$ cat config.mk
export PLATFORM = sky130hd
export DESIGN_NAME = sbcl_vol_mul
export DESIGN_NICKNAME = d
export VERILOG_FILES = /design/src/rtl/sbcl_pkg.sv /design/src/rtl/sbcl_vol_mul.sv
export SDC_FILE = /design/constraint.sdc
export NUM_CORES = 2
export LEC_CHECK = 0
export ABC_CLOCK_PERIOD_IN_PS = 15450
export BUFFER_PORTS_ARGS = -buffer_cell sky130_fd_sc_hd__buf_4
export CAP_MARGIN = 25
export CORE_MARGIN = 4
export CORE_UTILIZATION = 59
export DETAILED_ROUTE_END_ITERATION = 16
export PLACE_DENSITY = 0.75
export SYNTH_ARGS = -nofsm -noshare
export SYNTH_HDL_FRONTEND = slang
export SYNTH_SLANG_ARGS = --single-unit
$ cat constraint.sdc
create_clock -name clk -period 15.45 [get_ports clk]
set_input_delay 2.3175 -clock clk [delete_from_list [all_inputs] [get_ports clk]]
set_output_delay 2.3175 -clock clk [all_outputs]
set_load 0.1 [all_outputs]
$ cat src/rtl/sbcl_pkg.sv
// ----------------------------------------------------------------------------
// sbcl_pkg
// Shared types and constants for the smallest box containment lookup.
// ----------------------------------------------------------------------------
package sbcl_pkg;

  localparam int MAX_BOXES  = 256;
  localparam int COORD_BITS = 16;
  localparam int MSG_BITS   = 8;
  localparam int IDX_BITS   = $clog2(MAX_BOXES);
  localparam int CNT_BITS   = IDX_BITS + 1;
  localparam int VOL_BITS   = 3 * COORD_BITS;
  localparam int PROD_BITS  = 2 * COORD_BITS;
  localparam int DIST_BITS  = COORD_BITS + 4;
  localparam int NEAR_START = 10000000;
  localparam int NEAR_BITS  = $clog2(NEAR_START) + 1;
  localparam int GRAN_BITS  = 7;
  localparam int GRAN_RESET = 50;
  localparam int GRAN_MAX   = 64;
  localparam int CFG_BITS   = 7;
  localparam int CFGI_BITS  = 2;
  localparam int DIVC_BITS  = $clog2(COORD_BITS + 1);

  // register indexes
  localparam logic [CFGI_BITS-1:0] CFG_GRAN = 2'd0;
  localparam logic [CFGI_BITS-1:0] CFG_NEAR = 2'd1;
  localparam logic [CFGI_BITS-1:0] CFG_TEAM = 2'd2;

  // item kinds
  localparam logic [1:0] KIND_CLEAR  = 2'd0;
  localparam logic [1:0] KIND_APPEND = 2'd1;
  localparam logic [1:0] KIND_QUERY  = 2'd2;

  // outcome codes
  localparam logic [2:0] OC_DONE   = 3'd0;
  localparam logic [2:0] OC_FULL   = 3'd1;
  localparam logic [2:0] OC_NONE   = 3'd2;
  localparam logic [2:0] OC_INSIDE = 3'd3;
  localparam logic [2:0] OC_NEAR   = 3'd4;

  typedef logic [2:0][COORD_BITS-1:0] coord3_t;

  typedef struct packed {
    logic [1:0]                   kind;
    logic signed [COORD_BITS-1:0] ax;
    logic signed [COORD_BITS-1:0] ay;
    logic signed [COORD_BITS-1:0] az;
    logic signed [COORD_BITS-1:0] bx;
    logic signed [COORD_BITS-1:0] by;
    logic signed [COORD_BITS-1:0] bz;
    logic                         named;
    logic [MSG_BITS-1:0]          msg_a;
    logic [MSG_BITS-1:0]          msg_b;
    logic [MSG_BITS-1:0]          msg_c;
    logic [MSG_BITS-1:0]          msg_d;
  } in_word_t;

  typedef struct packed {
    logic [2:0]          outcome;
    logic [7:0]          box_index;
    logic                box_named;
    logic [MSG_BITS-1:0] message_number;
  } out_word_t;

  typedef struct packed {
    logic                     named;
    logic [3:0][MSG_BITS-1:0] msg;
  } label_t;

  typedef struct packed {
    coord3_t             lo;
    coord3_t             hi;
    logic [VOL_BITS-1:0] volume;
    label_t              label;
  } entry_t;

endpackage

$ cat src/rtl/sbcl_vol_mul.sv
// ----------------------------------------------------------------------------
// sbcl_vol_mul
// Two-stage exact box volume: extent x times y, then times z.
// ----------------------------------------------------------------------------
module sbcl_vol_mul import sbcl_pkg::*; (
  input  logic                clk,
  input  logic                rst_n,
  input  logic                start,
  input  coord3_t             ext,
  output logic                done,
  output logic [VOL_BITS-1:0] vol
);

  logic                  v1_r, done_r;
  logic [PROD_BITS-1:0]  p1_r;
  logic [COORD_BITS-1:0] ez_r;
  logic [VOL_BITS-1:0]   vol_r;

  always_ff @(posedge clk) begin
    if (!rst_n) begin
      v1_r   <= 1'b0;
      done_r <= 1'b0;
    end else begin
      v1_r   <= start;
      done_r <= v1_r;
    end
  end

  always_ff @(posedge clk) begin
    p1_r  <= PROD_BITS'(ext[0]) * PROD_BITS'(ext[1]);
    ez_r  <= ext[2];
    vol_r <= VOL_BITS'(p1_r) * VOL_BITS'(ez_r);
  end

  assign done = done_r;
  assign vol  = vol_r;

endmodule
# Word level (Yosys, flattened, before mapping)
# Cells that the tools add are included.
# W data, S select, Z words.
[op_classes] magnitude_cmp=0 mux=0 eq_ne=0 multipliers=2 reduce_logical=0 shifts=0 add_sub_neg=0 div_mod_pow=0 bitwise=0
[op_table] op="$mul A32 B16 Y48" count=1
[op_table] op="$mul A16 B16 Y32" count=1
[word_totals] out_inout_bits=49 rom_bits=0 ramBits=0 elab_cells=7 n_memories=0 regBits=98 latchBits=0 in_bits=51

# Longest topological paths before layout
[logic_depth] depth_word=1 ltp_mapped=25 mapped_depth_nobuf=23

# Worst setup path after synthesis
# OpenSTA, ideal clock, no wires.
[synth_timing] kind="input -> register" startpoint="input port ext[14] in the netlist's numbering" endpoint="register p1_r[30]" setup_time_ns=0.072 path_buffers=1 path_stages=23 t_required_ns=15.378 setup_slack_ns=7.636 arrival_ns=7.742 path_cell_list="clkbuf_1 > nand2_1 > fa_1 > inv_1 > fa_1 > inv_1 > fa_1 > inv_1 > fa_1 > inv_1 > fa_1 > fa_1 > inv_1 > ha_1 > a21o_1 > a21oi_1 > o21bai_1 > a21o_1 > a21oi_1 > o21ai_1 > a221o_1 > a211oi_1 > xnor2_1"
[synth_between] elab_chain_cells=1
[synth_rtl] item="start, declared" line_no="sbcl_vol_mul.sv:9" rtl="input coord3_t ext,"
[synth_rtl] item="$mul A16 B16 Y32" line_no="sbcl_vol_mul.sv:30" rtl="p1_r <= PROD_BITS'(ext[0]) * PROD_BITS'(ext[1]);"
[synth_rtl] item="end signal, assigned" line_no="sbcl_vol_mul.sv:30"
[synth_rtl] item="end, declared" line_no="sbcl_vol_mul.sv:15" rtl="logic [PROD_BITS-1:0] p1_r;"
# Every way passes these cells.
# A chain may end at the register's enable or synchronous reset.

# Worst setup path after layout
[layout_timing] startpoint="input port ext[17] in the netlist's numbering" endpoint="register p1_r[30]"
# Same word-level chain as after synthesis.

==> results.md <==
### STA
- 0 — number of setup violations in the final report
- no — RSZ-0062 raised after global routing
- 0.8398 ns — Slew @ Worst Pin
- 7.742 ns — Min Clock Period, post-route
- 0 ns — Setup TNS Final
- 0.1292 GHz — top achievable clock speed
- 0 — final count of hold timing violations
- 0.4401 — Relative slew margins
- 0.01936 ns — Setup Skew
- 0.5011 — share of the clock period used by the worst path after layout
- 0 — number of slew-limit violations in the final report

### Logic synthesis
- 26,440 um2 — cell area after synthesis
- 2,930 — cells after synthesis
- 0 — EDFF count, synth
- 98 — count of state elements after synthesis
- 9.024 um2 — syn_area_per_cell
- 3,817 — number of nets in the synthesized netlist
- 0.4634 — share of the synthesized area in the top cell type
- fa_1 46%, ha_1 11%, inv_1 9.7% — top post-synthesis cells by area
- dfxtp_1 — most instantiated flip-flop cell in the synthesis netlist
- 0.07420 — part of the Yosys area used for sequential elements
- fa_1 — most area-hungry cell type in the Yosys netlist
- 680 x inv_1, 612 x fa_1, 515 x nand2_1, 299 x and2_1, 224 x ha_1 — Post-synth top cells
- 56 — number of distinct library cells after synthesis
- 0 — number of synthesis warnings
- inv_1 — leading cell type by number of instances after synthesis
- 0 — ys async rst share

### Status
- complete, no violations — status

### Placement
- 99 — IO buf count
- 0.8952 — gp weighted congestion
- 49,860 um — DP HPWL

### Flow run
- 0 — number of maximum-capacitance violations

### Min path
- 1 — count of cells along the worst hold path
- done — endpoint of the worst hold path
- register to register — worst hold path class
- v1_r — Min-Delay Startpoint

### Route
- 5 — total iterations of the first detailed-routing run
- 0 — number of routed nets with antenna violations
- 0 — drc violations
- 19,532 — vias
- 5.541 — DR vias/cell
- 1,192 — First DRT Iteration DRCs
- 17.88 um — drt wl/cell
- 63,020 um — Routed Wire Length

### Critical path
- buf_4, nand2_1, fa_1, inv_1, fa_1, inv_1, fa_1, inv_1, fa_1, inv_1, fa_1, fa_1, inv_1, ha_1, a21o_1, a21oi_1, o21bai_1, a21o_1, a21oi_1, o21ai_1, a221o_1, a211oi_1, xnor2_1 — sequence of cells on the critical path
- 0.54 ns — Max stage delay on crit path
- primary input — Worst setup SP type
- fa_1 — Worst path slowest cell
- fa_1 — dominant cell type by count on the critical path
- primary input to register — class of the most critical setup path
- adder cells — cell family contributing the most delay on the critical path
- 6 — number of buffer and inverter instances along the worst setup path
- 15.76 ns — required arrival time at the worst endpoint
- vol[41] — reg-to-reg critical path endpoint
- register — type of destination of the critical path
- 16 — maximum fanout along the worst path
- 20 — number of cells traversed by the worst register-to-register path
- 8.45 ns — worst setup slack for register-to-register paths
- 8.06 ns — signal arrival time at the worst endpoint
- p1_r[6] — origin of the critical flop-to-flop path

### Floorplan
- 44,220 um2 — area of the core
- 77 — std cell rows
- 100 — io pins
- 0.5979 — initial cell density of the core
- 219.7 um — Die Ht
- 219.7 um — Die Span X
- 48,270 um2 — Total Die Area

### Final layout
- 0.04944 — proportion of layout cells with a drive suffix above 1
- 5.607% — Synth-to-Final Area Change
- 3,815 — count of nets after finishing
- 0 — ANT cells

### GRT
- 0 — total gr overflow
- 0.2759 — Total Routing Usage GR
- 105,400 um — global-route wire length before repair
- 21,384 — vias in the first global route
- 0 — number of antenna violations at the first check in global routing
- 33 — pin count of the biggest net entering global routing

### CTS
- 0.09 ns — Clk pin slew, worst setup/hold paths
- 0 — Resize count post-CTS
- 98 — number of sinks on the clock net
- 9 — number of CTS-inserted buffers
- done — TritonCTS clock tree
- 3 — H-tree Lvls
- 2 — maximum root-to-sink buffer count
- 0 — CTS Hold Bufs
- 0.40 ns — worst skew pair latency
- clkbuf_16 — clk root buf
- 0 — setup repair bufs after CTS

layout make-up:
type | count | area [um2]
Tap cell | 592 | 740.7
Multi-Input combinational cell | 2023 | 21390
Clock inverter | 6 | 83.83
Sequential cell | 98 | 1962
Clock buffer | 10 | 239.0
Inverter | 680 | 2552
Timing Repair Buffer | 116 | 950.9
Fill cell | 3617 | 16300
cells by family after synthesis:
| group | after synthesis | synth area share |
|---|---|---|
| adder cells (fa/ha/maj) | 836 | 0.5694 |
| XOR/XNOR | 74 | 0.02451 |
| flip-flops | 98 | 0.07420 |
| AND/OR/NAND/NOR | 899 | 0.1615 |
| AO/OA/AOI/OAI | 214 | 0.05380 |
| buffers and inverters | 809 | 0.1166 |
cells in the final DEF, fill, tap and decap left out, types with 3 or more instances in the layout:
master     instances
a21o_1            34
a211oi_1           6
fa_1             612
a221o_1            4
nand3_1            7
xor2_1            21
and4_1             3
inv_1            680
a211o_1            6
buf_16             4
a21oi_1           71
o21ai_0           33
buf_4            112
o21a_1             8
o21bai_1          10
nor2_1            31
and3_1             9
xnor2_1           53
nor3_1             6
and2_1           299
nand2_1          515
a31oi_1            6
ha_1             224
dfxtp_1           98
o211ai_1           6
nand4_1           16
clkbuf_16          9
a21boi_0           5
o31ai_1            3
nor2b_1            4
state kept, by name, indices dropped and copies added, names as in the netlist:
name and count:
done 1, ez_r 16, p1_r 32, v1_r 1
vol 48
worst max path at each step:
stage             from  endpoint  slack [ns]  cells after the start
4_1_cts        ext[13]  p1_r[29]        7.76                     23
3_3_place_gp   ext[13]  p1_r[31]        7.42                     23
3_5_place_dp   ext[13]  p1_r[29]        7.35                     23
5_1_grt        ext[13]  p1_r[27]        7.36                     23
6_report       ext[17]  p1_r[30]        7.71                     23
2_1_floorplan  ext[14]  p1_r[30]        7.64                     23
layer usage:
metal	up-vias	share of wire	GRT usage
met2	760	0.51	0.4799
met4	0	0.043	0.1158
met5	-	0	0
li1	8575	-	-
met3	192	0.071	0.05061
met1	10005	0.38	0.3398
metrics by stage:
stage          setup WS, ns  cell area (um2)  std cells  hold WS (ns)    util
2_1_floorplan         7.636            26440       2930        0.4118       -
3_3_place_gp          7.417            27490       3505        0.4180  0.6217
3_5_place_dp          7.346            27600       3509        0.4214  0.6241
4_1_cts               7.758            27920       3525        0.4424  0.6314
5_1_grt               7.360            27920       3525        0.4533  0.6314
6_report              7.708            27920       3525        0.4401  0.6314
worst reg2reg max path, stage by stage, from the launching register on:
cell and delay (ns):
dfxtp_1 0.87, and2_1 0.25, fa_1 0.40, inv_1 0.07
fa_1 0.43, fa_1 0.51, inv_1 0.06, fa_1 0.49
fa_1 0.50, inv_1 0.05, fa_1 0.47, inv_1 0.04
ha_1 0.37, and2_1 0.21, nand2_1 0.09, o21ai_0 0.42
a21boi_0 0.37, a21oi_1 0.75, a21bo_2 0.28, a31oi_1 0.10
xnor2_1 0.13
Power is not shown: default switching activity piles up to over one toggle a cycle in this logic, so the estimate is an artifact.
