$ cat src/rtl/sbcl_pkg.sv
// ----------------------------------------------------------------------------
// sbcl_pkg
// Shared types and constants for the smallest box containment lookup.
// ----------------------------------------------------------------------------
package sbcl_pkg;

  localparam int MAX_BOXES  = 256;
  localparam int COORD_BITS = 16;
  localparam int MSG_BITS   = 8;
  localparam int IDX_BITS   = $clog2(MAX_BOXES);
  localparam int CNT_BITS   = IDX_BITS + 1;
  localparam int VOL_BITS   = 3 * COORD_BITS;
  localparam int PROD_BITS  = 2 * COORD_BITS;
  localparam int DIST_BITS  = COORD_BITS + 4;
  localparam int NEAR_START = 10000000;
  localparam int NEAR_BITS  = $clog2(NEAR_START) + 1;
  localparam int GRAN_BITS  = 7;
  localparam int GRAN_RESET = 50;
  localparam int GRAN_MAX   = 64;
  localparam int CFG_BITS   = 7;
  localparam int CFGI_BITS  = 2;
  localparam int DIVC_BITS  = $clog2(COORD_BITS + 1);

  // register indexes
  localparam logic [CFGI_BITS-1:0] CFG_GRAN = 2'd0;
  localparam logic [CFGI_BITS-1:0] CFG_NEAR = 2'd1;
  localparam logic [CFGI_BITS-1:0] CFG_TEAM = 2'd2;

  // item kinds
  localparam logic [1:0] KIND_CLEAR  = 2'd0;
  localparam logic [1:0] KIND_APPEND = 2'd1;
  localparam logic [1:0] KIND_QUERY  = 2'd2;

  // outcome codes
  localparam logic [2:0] OC_DONE   = 3'd0;
  localparam logic [2:0] OC_FULL   = 3'd1;
  localparam logic [2:0] OC_NONE   = 3'd2;
  localparam logic [2:0] OC_INSIDE = 3'd3;
  localparam logic [2:0] OC_NEAR   = 3'd4;

  typedef logic [2:0][COORD_BITS-1:0] coord3_t;

  typedef struct packed {
    logic [1:0]                   kind;
    logic signed [COORD_BITS-1:0] ax;
    logic signed [COORD_BITS-1:0] ay;
    logic signed [COORD_BITS-1:0] az;
    logic signed [COORD_BITS-1:0] bx;
    logic signed [COORD_BITS-1:0] by;
    logic signed [COORD_BITS-1:0] bz;
    logic                         named;
    logic [MSG_BITS-1:0]          msg_a;
    logic [MSG_BITS-1:0]          msg_b;
    logic [MSG_BITS-1:0]          msg_c;
    logic [MSG_BITS-1:0]          msg_d;
  } in_word_t;

  typedef struct packed {
    logic [2:0]          outcome;
    logic [7:0]          box_index;
    logic                box_named;
    logic [MSG_BITS-1:0] message_number;
  } out_word_t;

  typedef struct packed {
    logic                     named;
    logic [3:0][MSG_BITS-1:0] msg;
  } label_t;

  typedef struct packed {
    coord3_t             lo;
    coord3_t             hi;
    logic [VOL_BITS-1:0] volume;
    label_t              label;
  } entry_t;

endpackage

$ cat src/rtl/sbcl_pos_div.sv
// ----------------------------------------------------------------------------
// sbcl_pos_div
// Three-lane restoring divider, one quotient bit per cycle, truncates
// toward zero.
// ----------------------------------------------------------------------------
module sbcl_pos_div import sbcl_pkg::*; (
  input  logic                 clk,
  input  logic                 rst_n,
  input  logic                 start,
  input  coord3_t              dividend,
  input  logic [GRAN_BITS-1:0] divisor,
  output logic                 done,
  output coord3_t              quotient
);

  logic [DIVC_BITS-1:0]  cnt_r, cnt_nxt;
  logic                  run_r, run_nxt;
  logic                  done_r, done_nxt;
  logic [GRAN_BITS-1:0]  dvs_r;
  logic [2:0]            neg_r;
  coord3_t               quo_r, quo_nxt;
  logic [GRAN_BITS-1:0]  rem_r [3];
  logic [GRAN_BITS-1:0]  rem_nxt [3];
  logic [GRAN_BITS:0]    trial;
  logic [COORD_BITS-1:0] mag;

  always_comb begin
    quo_nxt = quo_r;
    for (int a = 0; a < 3; a++) begin
      rem_nxt[a] = rem_r[a];
      trial = {rem_r[a], quo_r[a][COORD_BITS-1]};
      if (trial >= {1'b0, dvs_r}) begin
        rem_nxt[a] = GRAN_BITS'(trial - {1'b0, dvs_r});
        quo_nxt[a] = {quo_r[a][COORD_BITS-2:0], 1'b1};
      end else begin
        rem_nxt[a] = trial[GRAN_BITS-1:0];
        quo_nxt[a] = {quo_r[a][COORD_BITS-2:0], 1'b0};
      end
    end
    cnt_nxt  = cnt_r;
    run_nxt  = run_r;
    done_nxt = 1'b0;
    if (start) begin
      cnt_nxt = '0;
      run_nxt = 1'b1;
    end else if (run_r) begin
      cnt_nxt = cnt_r + 1'b1;
      if (cnt_r == DIVC_BITS'(COORD_BITS - 1)) begin
        run_nxt  = 1'b0;
        done_nxt = 1'b1;
      end
    end
  end

  always_ff @(posedge clk) begin
    if (!rst_n) begin
      cnt_r  <= '0;
      run_r  <= 1'b0;
      done_r <= 1'b0;
    end else begin
      cnt_r  <= cnt_nxt;
      run_r  <= run_nxt;
      done_r <= done_nxt;
    end
  end

  always_ff @(posedge clk) begin
    if (start) begin
      dvs_r <= divisor;
      for (int a = 0; a < 3; a++) begin
        neg_r[a] <= dividend[a][COORD_BITS-1];
        rem_r[a] <= '0;
        // magnitude; the most negative value wraps to its own unsigned value
        quo_r[a] <= dividend[a][COORD_BITS-1] ? (~dividend[a] + 1'b1) : dividend[a];
      end
    end else if (run_r) begin
      quo_r <= quo_nxt;
      for (int a = 0; a < 3; a++) begin
        rem_r[a] <= rem_nxt[a];
      end
    end
  end

  always_comb begin
    quotient = '0;
    for (int a = 0; a < 3; a++) begin
      mag = quo_r[a];
      quotient[a] = neg_r[a] ? (~mag + 1'b1) : mag;
    end
  end

  assign done = done_r;

endmodule

$ cat config.mk
export PLATFORM = sky130hd
export DESIGN_NAME = sbcl_pos_div
export DESIGN_NICKNAME = d
export VERILOG_FILES = /design/src/rtl/sbcl_pkg.sv /design/src/rtl/sbcl_pos_div.sv
export SDC_FILE = /design/constraint.sdc
export NUM_CORES = 1
export LEC_CHECK = 0
export ABC_AREA = 0
export BUFFER_PORTS_ARGS = -buffer_cell sky130_fd_sc_hd__buf_2
export CAP_MARGIN = 20
export CORE_MARGIN = 5
export CORE_UTILIZATION = 30
export CTS_CLUSTER_SIZE = 24
export DETAILED_ROUTE_END_ITERATION = 16
export MAX_ROUTING_LAYER = met4
export PLACE_DENSITY = 0.48
export SLEW_MARGIN = 20
export SYNTH_ARGS = -nofsm -noshare
export SYNTH_HDL_FRONTEND = slang
export SYNTH_SLANG_ARGS = --single-unit
$ cat constraint.sdc
create_clock -name clk -period 5.9 [get_ports clk]
set_input_delay 0.59 -clock clk [delete_from_list [all_inputs] [get_ports clk]]
set_output_delay 0.59 -clock clk [all_outputs]
set_load 0.02 [all_outputs]
### Word level (Yosys, flattened, before mapping)

Memories as Yosys holds them, arrays and structs flattened.
Index checks and enable logic that the tools add are counted.
W data, S select, Z words.

* bitwise logic cells: 11
* order comparisons: 3
* multiplexer cells: 26
* add/subtract/negate cells: 10
* eq/ne operators: 1
* reduce and logical (&&, ||, !) cells: 3

Operator list (count)
* $add A16 B1 Y16 const B: 6
* $mux W16: 6
* $mux W48: 2
* $not A16 Y16: 6
* $mux W7: 6
* $ge A8 B7 Y1: 3
* $sub A7 B7 Y7: 3
* $mux W1: 12
* $add A5 B1 Y5 const B: 1
* $eq A5 B4 Y1 const B: 1
* $or A1 B1 Y1: 3
* $reduce_or A3 Y1: 1
* $not A1 Y1: 2
* $reduce_bool A2 Y1: 1
* $reduce_or A2 Y1: 1

* bits in writable memories: 21
* input port bits: 58
* word-level logic and storage cells: 63
* flip-flop bits (word level): 65
* output and inout port bits: 49
* memories: 1

Memories
* rem_r: depth 3, width 7, rd ports 3, clocked after Yosys merged registers in 0, wr ports 3, line sbcl_pos_div.sv:22 `logic [GRAN_BITS-1:0] rem_r [3];`

### Logic depth before layout (Yosys ltp)

Gate-level depths: netlist of run 1.

* word-level depth: 4
* gate-level depth with buffers: 8
* gate-level depth less buffers: 8

### Worst setup path after synthesis of run 1

Ideal clock, no wire load.

* path kind: register to output
* from: register quo_r, in the netlist mag[0]
* to: output quotient[44] (netlist name)
* required time: 5310 ps
* arrival time: 1920 ps
* cell stages (with the launch flop): 8
* path buffers: 0
* setup slack: 3390 ps
* cells stage by stage: edfxtp_1 > inv_1 > ha_1 > nand2b_1 > or4_4 > or3_4 > o31ai_4 > xnor2_1

RTL lines
* start: declaration: line sbcl_pos_div.sv:21 `coord3_t quo_r, quo_nxt;`
* start signal: indexed assignment: line sbcl_pos_div.sv:74 `quo_r[a] <= dividend[a][COORD_BITS-1] ? (~dividend[a] + 1'b1) : dividend[a];`
* start signal: assignment: line sbcl_pos_div.sv:77 `quo_r <= quo_nxt;`
* end: declaration: line sbcl_pos_div.sv:13 `output coord3_t quotient`

==> results of run 1 <==
-- state kept, by name, indices dropped and copies added (netlist names) --
signal / count
neg_r: 3
cnt_r: 5
quo_r: 32
rem_r: 21
run_r: 1
mag: 16
dvs_r: 7
done: 1
-- per-layer routing --
metal  vias to the layer above  share of wire [%]  GRT usage [%]
li1                       2717                  -              -
met1                      2506                 49           19.7
met2                       107                 45           21.1
met3                        18                3.5           1.91
met4                         0                1.5           3.80
met5                         -                  0              -
-- kinds of logic after synthesis --
logic type	count (synthesis)	share of synthesized area, %
buffers and inverters	64	3.93
AO/OA/AOI/OAI	181	18.1
flip-flops	86	39.2
multiplexers	13	2.09
adder cells (fa/ha/maj)	32	6.60
AND/OR/NAND/NOR	228	17.7
XOR/XNOR	90	12.3
-- power breakdown --
| part | total [W] | internal (W) | switching [W] |
|---|---|---|---|
| clock | 0.000575 | 0.000326 | 0.000248 |
| sequential | 0.000813 | 0.000743 | 0.0000698 |
| combinational | 0.000617 | 0.000246 | 0.000370 |
| total | 0.00200 | 0.00132 | 0.000689 |
-- cell usage in the layout, fill, tap and decap left out, types with 4 or more instances in the layout --
master	count
sky130_fd_sc_hd__dfxtp_1	7
sky130_fd_sc_hd__o41ai_1	7
sky130_fd_sc_hd__clkbuf_16	10
sky130_fd_sc_hd__nand4_1	7
sky130_fd_sc_hd__nor3_1	14
sky130_fd_sc_hd__ha_1	29
sky130_fd_sc_hd__nand2_1	46
sky130_fd_sc_hd__edfxtp_1	79
sky130_fd_sc_hd__a31oi_1	5
sky130_fd_sc_hd__o21ai_1	6
sky130_fd_sc_hd__o21a_1	7
sky130_fd_sc_hd__o22ai_1	4
sky130_fd_sc_hd__buf_2	105
sky130_fd_sc_hd__o21ai_0	33
sky130_fd_sc_hd__nor2_1	73
sky130_fd_sc_hd__a211oi_1	7
sky130_fd_sc_hd__xnor2_1	53
sky130_fd_sc_hd__xor2_1	37
sky130_fd_sc_hd__or3_1	7
sky130_fd_sc_hd__a21oi_1	66
sky130_fd_sc_hd__nand2b_1	19
sky130_fd_sc_hd__nor4_1	8
sky130_fd_sc_hd__nand3_1	21
sky130_fd_sc_hd__mux2i_1	10
sky130_fd_sc_hd__inv_1	34
sky130_fd_sc_hd__nor2b_1	7
sky130_fd_sc_hd__or4_1	4
sky130_fd_sc_hd__o31ai_1	23
-- worst max-delay path, stage by stage (launching register included) --
cell and delay, ns:
sky130_fd_sc_hd__edfxtp_1 0.43, sky130_fd_sc_hd__inv_1 0.08, sky130_fd_sc_hd__ha_1 0.15, sky130_fd_sc_hd__nand2b_1 0.07, sky130_fd_sc_hd__or4_4 0.44, sky130_fd_sc_hd__or3_4 0.42
sky130_fd_sc_hd__o31ai_4 0.18, sky130_fd_sc_hd__xnor2_1 0.15, sky130_fd_sc_hd__buf_2 0.19
-- path summary, 6_finish.rpt --
path         slack, ns  depth (start not counted)      endpoint       start
max reg2reg       3.31                          8   rem_r[0][3]   quo_r[15]
min reg2reg       0.49                          2      cnt_r[4]    cnt_r[4]
min               0.42                          1      dvs_r[5]  divisor[5]
max               2.86                          8  quotient[12]    quo_r[0]
-- metrics by stage --
step | setup WS [ns] | area (µm²) | hold WS (ns) | power [W]
floorplan | 3.39 | 6410 | 0.471 | 0.00125
global placement | 3.25 | 7170 | 0.487 | 0.00145
detailed placement | 3.23 | 7170 | 0.488 | 0.00145
CTS | 2.83 | 7460 | 0.410 | 0.00203
global route | 2.74 | 7470 | 0.416 | 0.00212
finish | 2.86 | 7470 | 0.422 | 0.00200
-- layout make-up --
cell class                 instances  share of cell area, %
multi-input combinational        544                   48.8
sequential                        86                   33.6
timing repair buffer             107                   7.24
tap                              275                   4.61
clock buffer                      13                   3.64
inverter                          34                   1.71
clock inverter                     3                  0.318
antenna                            1                 0.0335
==> reports/qor.csv, run 1 <==
stage,metric,value,unit
sta,Fmax,328,MHz
worst_setup_path,required time of the critical path,5.31,ns
worst_setup_path,critical path class,reg -> out,
placement,placed insts,1046,
worst_setup_path,Worst Path Max Fanout,4,
placement,placer congestion estimate,0.798,
synth,synthesized flop and latch total,86,
power,leakage power,2.86,nW
synth,area share of the largest cell type after synthesis,37.0,%
synth,Synth area leader,sky130_fd_sc_hd__edfxtp_1,
min_path,Hold/Removal Path Class,in -> reg,
synth,Avg Inst Size Synth,9.23,µm²
floorplan,Die Outline Area,0.0244,mm²
layout,Multi-input gate area,0.00364,mm²
synth,number of enable flip-flop cells after synthesis,79,
synth,count of different cell masters after synthesis,52,
sta,Relative slew margins,33.6,%
synth,gate count after technology mapping,694,
grt,Overall Global Routing Usage,14.0,%
grt,maximum number of pins on one net before global-route repair,70,
sta,setup repair after global routing missed its margin,no,
synth,post-synth net total,784,
sta,Final Hold Violating Endpoints,0,
synth,count of yosys warnings during synthesis,0,
layout,"number of standard cells in the layout, taps in and fillers out",1063,
floorplan,placeable core region,0.0210,mm²
layout,Total Nets Final,872,
clocking,post-cts repair resize count,0,
layout,area growth from synthesis to layout,16.6,%
floorplan,number of placement rows,53,
sta,final setup violation count,0,
job,max-cap violation count,0,
synth,Commonest cells post-synth,"79 x sky130_fd_sc_hd__edfxtp_1, 73 x sky130_fd_sc_hd__nor2_1, 66 x sky130_fd_sc_hd__a21oi_1",
synth,Synth Cell Area,0.00641,mm²
sta,pins over their slew limit,0,
synth,proportion of synthesized chip area in sequential cells,39.2,%
worst_setup_path,endpoint kind of the worst setup timing path,output port,
synth,Post-synth top flop,sky130_fd_sc_hd__edfxtp_1,
route,Total Wirelength,16.5,mm
route,number of DRC markers in iteration 0,296,
worst_setup_path,data arrival time of the worst path,2.45,ns
clocking,register clock-pin slew on the reported worst setup and hold paths,0.07,ns
sta,setup skew after layout,0.00624,ns
floorplan,effective utilization at floorplan,30.5,%
route,Initial DRT Pass Iterations,4,
floorplan,Die Width,156,µm
sta,measured slew at the worst slew-check pin,0.996,ns
grt,initial antenna violation count,1,
route,post-detailed-route wirelength per cell,15.5,µm
clocking,Clock H-tree levels,3,
layout,core utilization of the finished layout,35.5,%
grt,global-route wire length before repair,26.9,mm
clocking,CTS tree,yes,
synth,fraction of registers with async set/reset,0,%
clocking,clock latency reported for the late side of the worst-skew pair,0.34,ns
sta,final worst path period need,3.04,ns
sta,Total Negative Setup Slacks,0,ns
worst_setup_path,Worst setup SP type,flip-flop,
route,total via count in the routed design,5348,
power,highest ir drop seen on vdd,0.137,mV
status,outcome,completed,
placement,Detail Placement HPWL,12.5,mm
placement,Port Buffers,106,
floorplan,vertical extent of the die,156,µm
power,total power density per cell area,268,mW/mm²
grt,vias in the first global route,5200,
route,via density per instance,5.03,
clocking,deepest clock path buffer count,2,
synth,cell types occupying the most area after synthesis,"sky130_fd_sc_hd__edfxtp_1 37%, sky130_fd_sc_hd__xnor2_1 7.2%, sky130_fd_sc_hd__ha_1 5.7%",
sta,ratio of final minimum period to clock period,51.6,%
clocking,sink count of the clock tree,86,
clocking,count of hold buffers inserted by post-cts repair,0,
clocking,clock buffer count from CTS,9,
layout,share of cells above drive strength 1,18.0,%
layout,register area,0.00251,mm²
synth,most frequently used cell type in the post-synthesis netlist,sky130_fd_sc_hd__edfxtp_1,
route,Post-route DRC,0,
route,Antenna Violating Nets Remaining,0,
clocking,post-CTS setup buffer count,0,
layout,Filler cells,2189,
clocking,cell at the root of the clock tree,sky130_fd_sc_hd__clkbuf_16,
floorplan,ports placed on the boundary,107,
grt,total overflow reported by the global router,0,
(Power assumes the default switching activity.)
==> inputs of run 2 (changes only) <==
PLACE_DENSITY = 0.5   (was 0.48)
clock period = 2.5 ns   (was 5.9 ns; I/O delays follow)
==> run 2 against run 1 <==
Routed wire length increased by 1.8%. Non-clock buffer count increased by 24. First-iteration DRC count is 9.1% higher. Register-to-register slack lost 3.2 ns. Final cell count rose by 2.3%. Clock power increased to 2.6 times the previous value. Combinational power increased to 2.5 times the previous value. Sequential share of layout area down 2.0 points. The flow now finishes with violations (setup timing). Clock skew increased by 0.0015 ns. Highest routed layer unchanged.
==> reports/qor.csv, run 2 (same netlist as run 1, synthesis figures left out) <==
stage,metric,value,unit,change
sta,Relative slew margins,46.8,%,was 33.6%
route,number of DRC markers in iteration 0,323,,was 296
worst_setup_path,endpoint kind of the worst setup timing path,output port,,unchanged
layout,share of cells above drive strength 1,24.0,%,was 18.0%
sta,Fmax,375,MHz,
sta,final setup violation count,7,,was 0
worst_setup_path,R2R Setup Slk,0.14,ns,was 3.31 ns
placement,placer congestion estimate,0.773,,was 0.798
worst_setup_path,"most used cell, CP",sky130_fd_sc_hd__buf_4,,
power,clock share of power,29.5,%,was 28.7%
sta,Final Hold Violating Endpoints,0,,unchanged
worst_setup_path,Worst setup SP type,flip-flop,,unchanged
floorplan,placeable core region,0.0210,mm²,unchanged
sta,final setup margin,-0.164,ns,was 2.86 ns
layout,core utilization of the finished layout,37.7,%,was 35.5%
worst_setup_path,Register-to-Register Path Depth,7,,was 8
worst_setup_path,critical path capture point,quotient[13],,was quotient[12]
route,via density per instance,5.01,,was 5.03
layout,"leading cell types in the layout, fill and taps excluded","93 x sky130_fd_sc_hd__buf_2, 79 x sky130_fd_sc_hd__edfxtp_1, 73 x sky130_fd_sc_hd__nor2_1",,"was 105 x sky130_fd_sc_hd__buf_2, 79 x sky130_fd_sc_hd__edfxtp_1, 73 x sky130_fd_sc_hd__nor2_1"
clocking,sink count of the clock tree,86,,unchanged
power,power share of the sequential group,38.9,%,was 40.6%
clocking,CTS tree,yes,,unchanged
clocking,deepest clock path buffer count,2,,unchanged
sta,ratio of final minimum period to clock period,107,%,
power,switching power share of the total,34.2,%,was 34.4%
floorplan,effective utilization at floorplan,30.5,%,unchanged
power,highest ir drop seen on vdd,0.264,mV,was 0.137 mV
worst_setup_path,Worst Path Buf+Inv,2,,unchanged
route,Post-route DRC,0,,unchanged
floorplan,ports placed on the boundary,107,,unchanged
route,post-detailed-route wirelength per cell,15.4,µm,was 15.5 µm
worst_setup_path,critical path class,reg -> out,,unchanged
placement,Port Buffers,106,,unchanged
route,Total Wirelength,16.8,mm,was 16.5 mm
worst_setup_path,endpoint of the worst register-to-register path,rem_r[0][13],,was rem_r[0][3]
layout,area growth from synthesis to layout,23.8,%,was 16.6%
floorplan,Die Width,156,µm,unchanged
worst_setup_path,CP top delay family,simple AND/OR/NAND/NOR gates,,unchanged
route,Antenna Violating Nets Remaining,0,,unchanged
grt,Overall Global Routing Usage,14.0,%,about the same
route,total via count in the routed design,5442,,was 5348
grt,vias in the first global route,5180,,was 5200
placement,Detail Placement HPWL,12.5,mm,about the same
job,max-cap violation count,0,,unchanged
status,outcome,finished with violations,,was completed
layout,most flop-heavy register,quo_r,,unchanged
worst_setup_path,slowest cell on the critical path,sky130_fd_sc_hd__edfxtp_1,,was sky130_fd_sc_hd__or4_4
power,total power after layout,0.00497,W,was 0.00200 W
power,leakage power,3.09,nW,was 2.86 nW
clocking,register clock-pin slew on the reported worst setup and hold paths,0.07,ns,about the same
worst_setup_path,data arrival time of the worst path,2.41,ns,was 2.45 ns
placement,placed insts,1058,,was 1046
layout,max FFs per register,32,,unchanged
power,portion of total power attributed to combinational logic,31.5,%,was 30.8%
layout,Filler cells,2146,,was 2189
power,total power density per cell area,626,mW/mm²,was 268 mW/mm²
clocking,Clock H-tree levels,3,,unchanged
layout,"most common cell after layout, fill and taps aside",sky130_fd_sc_hd__buf_2,,unchanged
clocking,clock buffer count from CTS,9,,unchanged
worst_setup_path,Worst Path Max Fanout,3,,was 4
clocking,clock latency reported for the late side of the worst-skew pair,0.35,ns,was 0.34 ns
clocking,cell at the root of the clock tree,sky130_fd_sc_hd__clkbuf_16,,unchanged
worst_setup_path,launching instance or port of the critical path,quo_r[0],,unchanged
grt,maximum number of pins on one net before global-route repair,106,,was 70
worst_setup_path,required time of the critical path,2.25,ns,was 5.31 ns
floorplan,vertical extent of the die,156,µm,unchanged
grt,total overflow reported by the global router,0,,unchanged
min_path,Hold/Removal Path Class,in -> reg,,unchanged
power,cell-internal power,0.00327,W,was 0.00132 W
worst_setup_path,delay of the slowest cell on the worst path,0.40,ns,was 0.44 ns
status,violated checks,setup timing,,
sta,setup repair after global routing missed its margin,yes,,was no
sta,pins over their slew limit,0,,unchanged
worst_setup_path,CP Depth,7,,was 8
power,switching power of the nets,0.00170,W,was 0.000689 W
grt,initial antenna violation count,1,,unchanged
floorplan,number of placement rows,53,,unchanged
placement,worst-case setup slack after placement,0.130,ns,was 3.23 ns
route,Initial DRT Pass Iterations,4,,unchanged
sta,measured slew at the worst slew-check pin,0.798,ns,was 0.996 ns
layout,Total Nets Final,896,,was 872
grt,global-route wire length before repair,26.8,mm,was 26.9 mm
worst_setup_path,Crit Reg-Reg Startpoint,dvs_r[0],,was quo_r[15]
sta,final worst path period need,2.66,ns,
sta,setup skew after layout,0.00771,ns,was 0.00624 ns
layout,"number of standard cells in the layout, taps in and fillers out",1087,,was 1063
floorplan,Die Outline Area,0.0244,mm²,unchanged
worst_setup_path,chain of cells forming the critical path,buf_4 -> or3_4 -> nand2b_4 -> or2_4 -> o41ai_4 -> xnor2_1 -> buf_4,,was inv_1 -> ha_1 -> nand2b_1 -> or4_4 -> or3_4 -> o31ai_4 -> xnor2_1 -> buf_2
-- run 2: changes by cell type in the layout (fill, tap and decap cells not counted), moves of 3 or more --
cell                       change
sky130_fd_sc_hd__buf_4        +34
sky130_fd_sc_hd__o31ai_1       -4
sky130_fd_sc_hd__inv_2         +3
sky130_fd_sc_hd__nand2b_1      -3
sky130_fd_sc_hd__xnor2_1       -3
sky130_fd_sc_hd__nand2b_4      +3
sky130_fd_sc_hd__o31ai_4       +3
sky130_fd_sc_hd__inv_1         -3
sky130_fd_sc_hd__xnor2_2       +3
sky130_fd_sc_hd__buf_2        -12
-- run 2: layout make-up --
| class | count | area, µm² | share of cell area (%) |
|---|---|---|---|
| multi-input cells | 544 | 3840 | 48.4 |
| flip-flops and latches | 86 | 2510 | 31.7 |
| repair buffers | 131 | 776 | 9.78 |
| well taps | 275 | 344 | 4.34 |
| clock buffers | 12 | 289 | 3.64 |
| inverters | 34 | 128 | 1.61 |
| clock inverters | 4 | 40.0 | 0.505 |
| diodes | 1 | 2.50 | 0.0315 |
-- run 2: what timing repair did --
item	CTS	global route
resized for setup	20	29
pin swaps	9	10
hold buffers	0	0
cloned	0	0
buffers inserted	6	7
endpoints found under the hold margin	0	0
setup endpoints to repair	10	17
-- run 2: per-layer routing --
| layer | GRT usage, % | vias up | wire length [µm] |
|---|---|---|---|
| met5 | - | - | 0 |
| li1 | - | 2768 | - |
| met1 | 18.4 | 2568 | 7940 |
| met3 | 2.36 | 6 | 563 |
| met4 | 3.22 | 0 | 146 |
| met2 | 22.8 | 100 | 8140 |
-- run 2: per-stage QoR --
stage          cell area (µm²)  hold WS (ns)  TNS (ns)
3_5_place_dp              7280         0.429         0
4_1_cts                   7730        0.0594    -0.513
6_report                  7930        0.0752    -0.722
5_1_grt                   7930        0.0558     -1.63
3_3_place_gp              7280         0.429         0
2_1_floorplan             6410         0.349         0
-- run 2: power by group through the flow --
stage / clock network, W / registers (W) / logic, W
3_3_place_gp: 0 / 0.00194 / 0.00150
3_5_place_dp: 0 / 0.00194 / 0.00149
2_1_floorplan: 0 / 0.00189 / 0.00106
5_1_grt: 0.00157 / 0.00196 / 0.00174
6_report: 0.00147 / 0.00193 / 0.00157
4_1_cts: 0.00152 / 0.00191 / 0.00154
-- run 2: worst min-delay path by stage --
stage | start | to | slack [ns] | cells past startpoint
5_1_grt | divisor[0] | dvs_r[0] | 0.06 | 1
3_3_place_gp | divisor[3] | dvs_r[3] | 0.43 | 1
4_1_cts | divisor[3] | dvs_r[3] | 0.06 | 1
2_1_floorplan | divisor[0] | dvs_r[0] | 0.35 | 0
6_report | divisor[0] | dvs_r[0] | 0.08 | 1
3_5_place_dp | divisor[3] | dvs_r[3] | 0.43 | 1
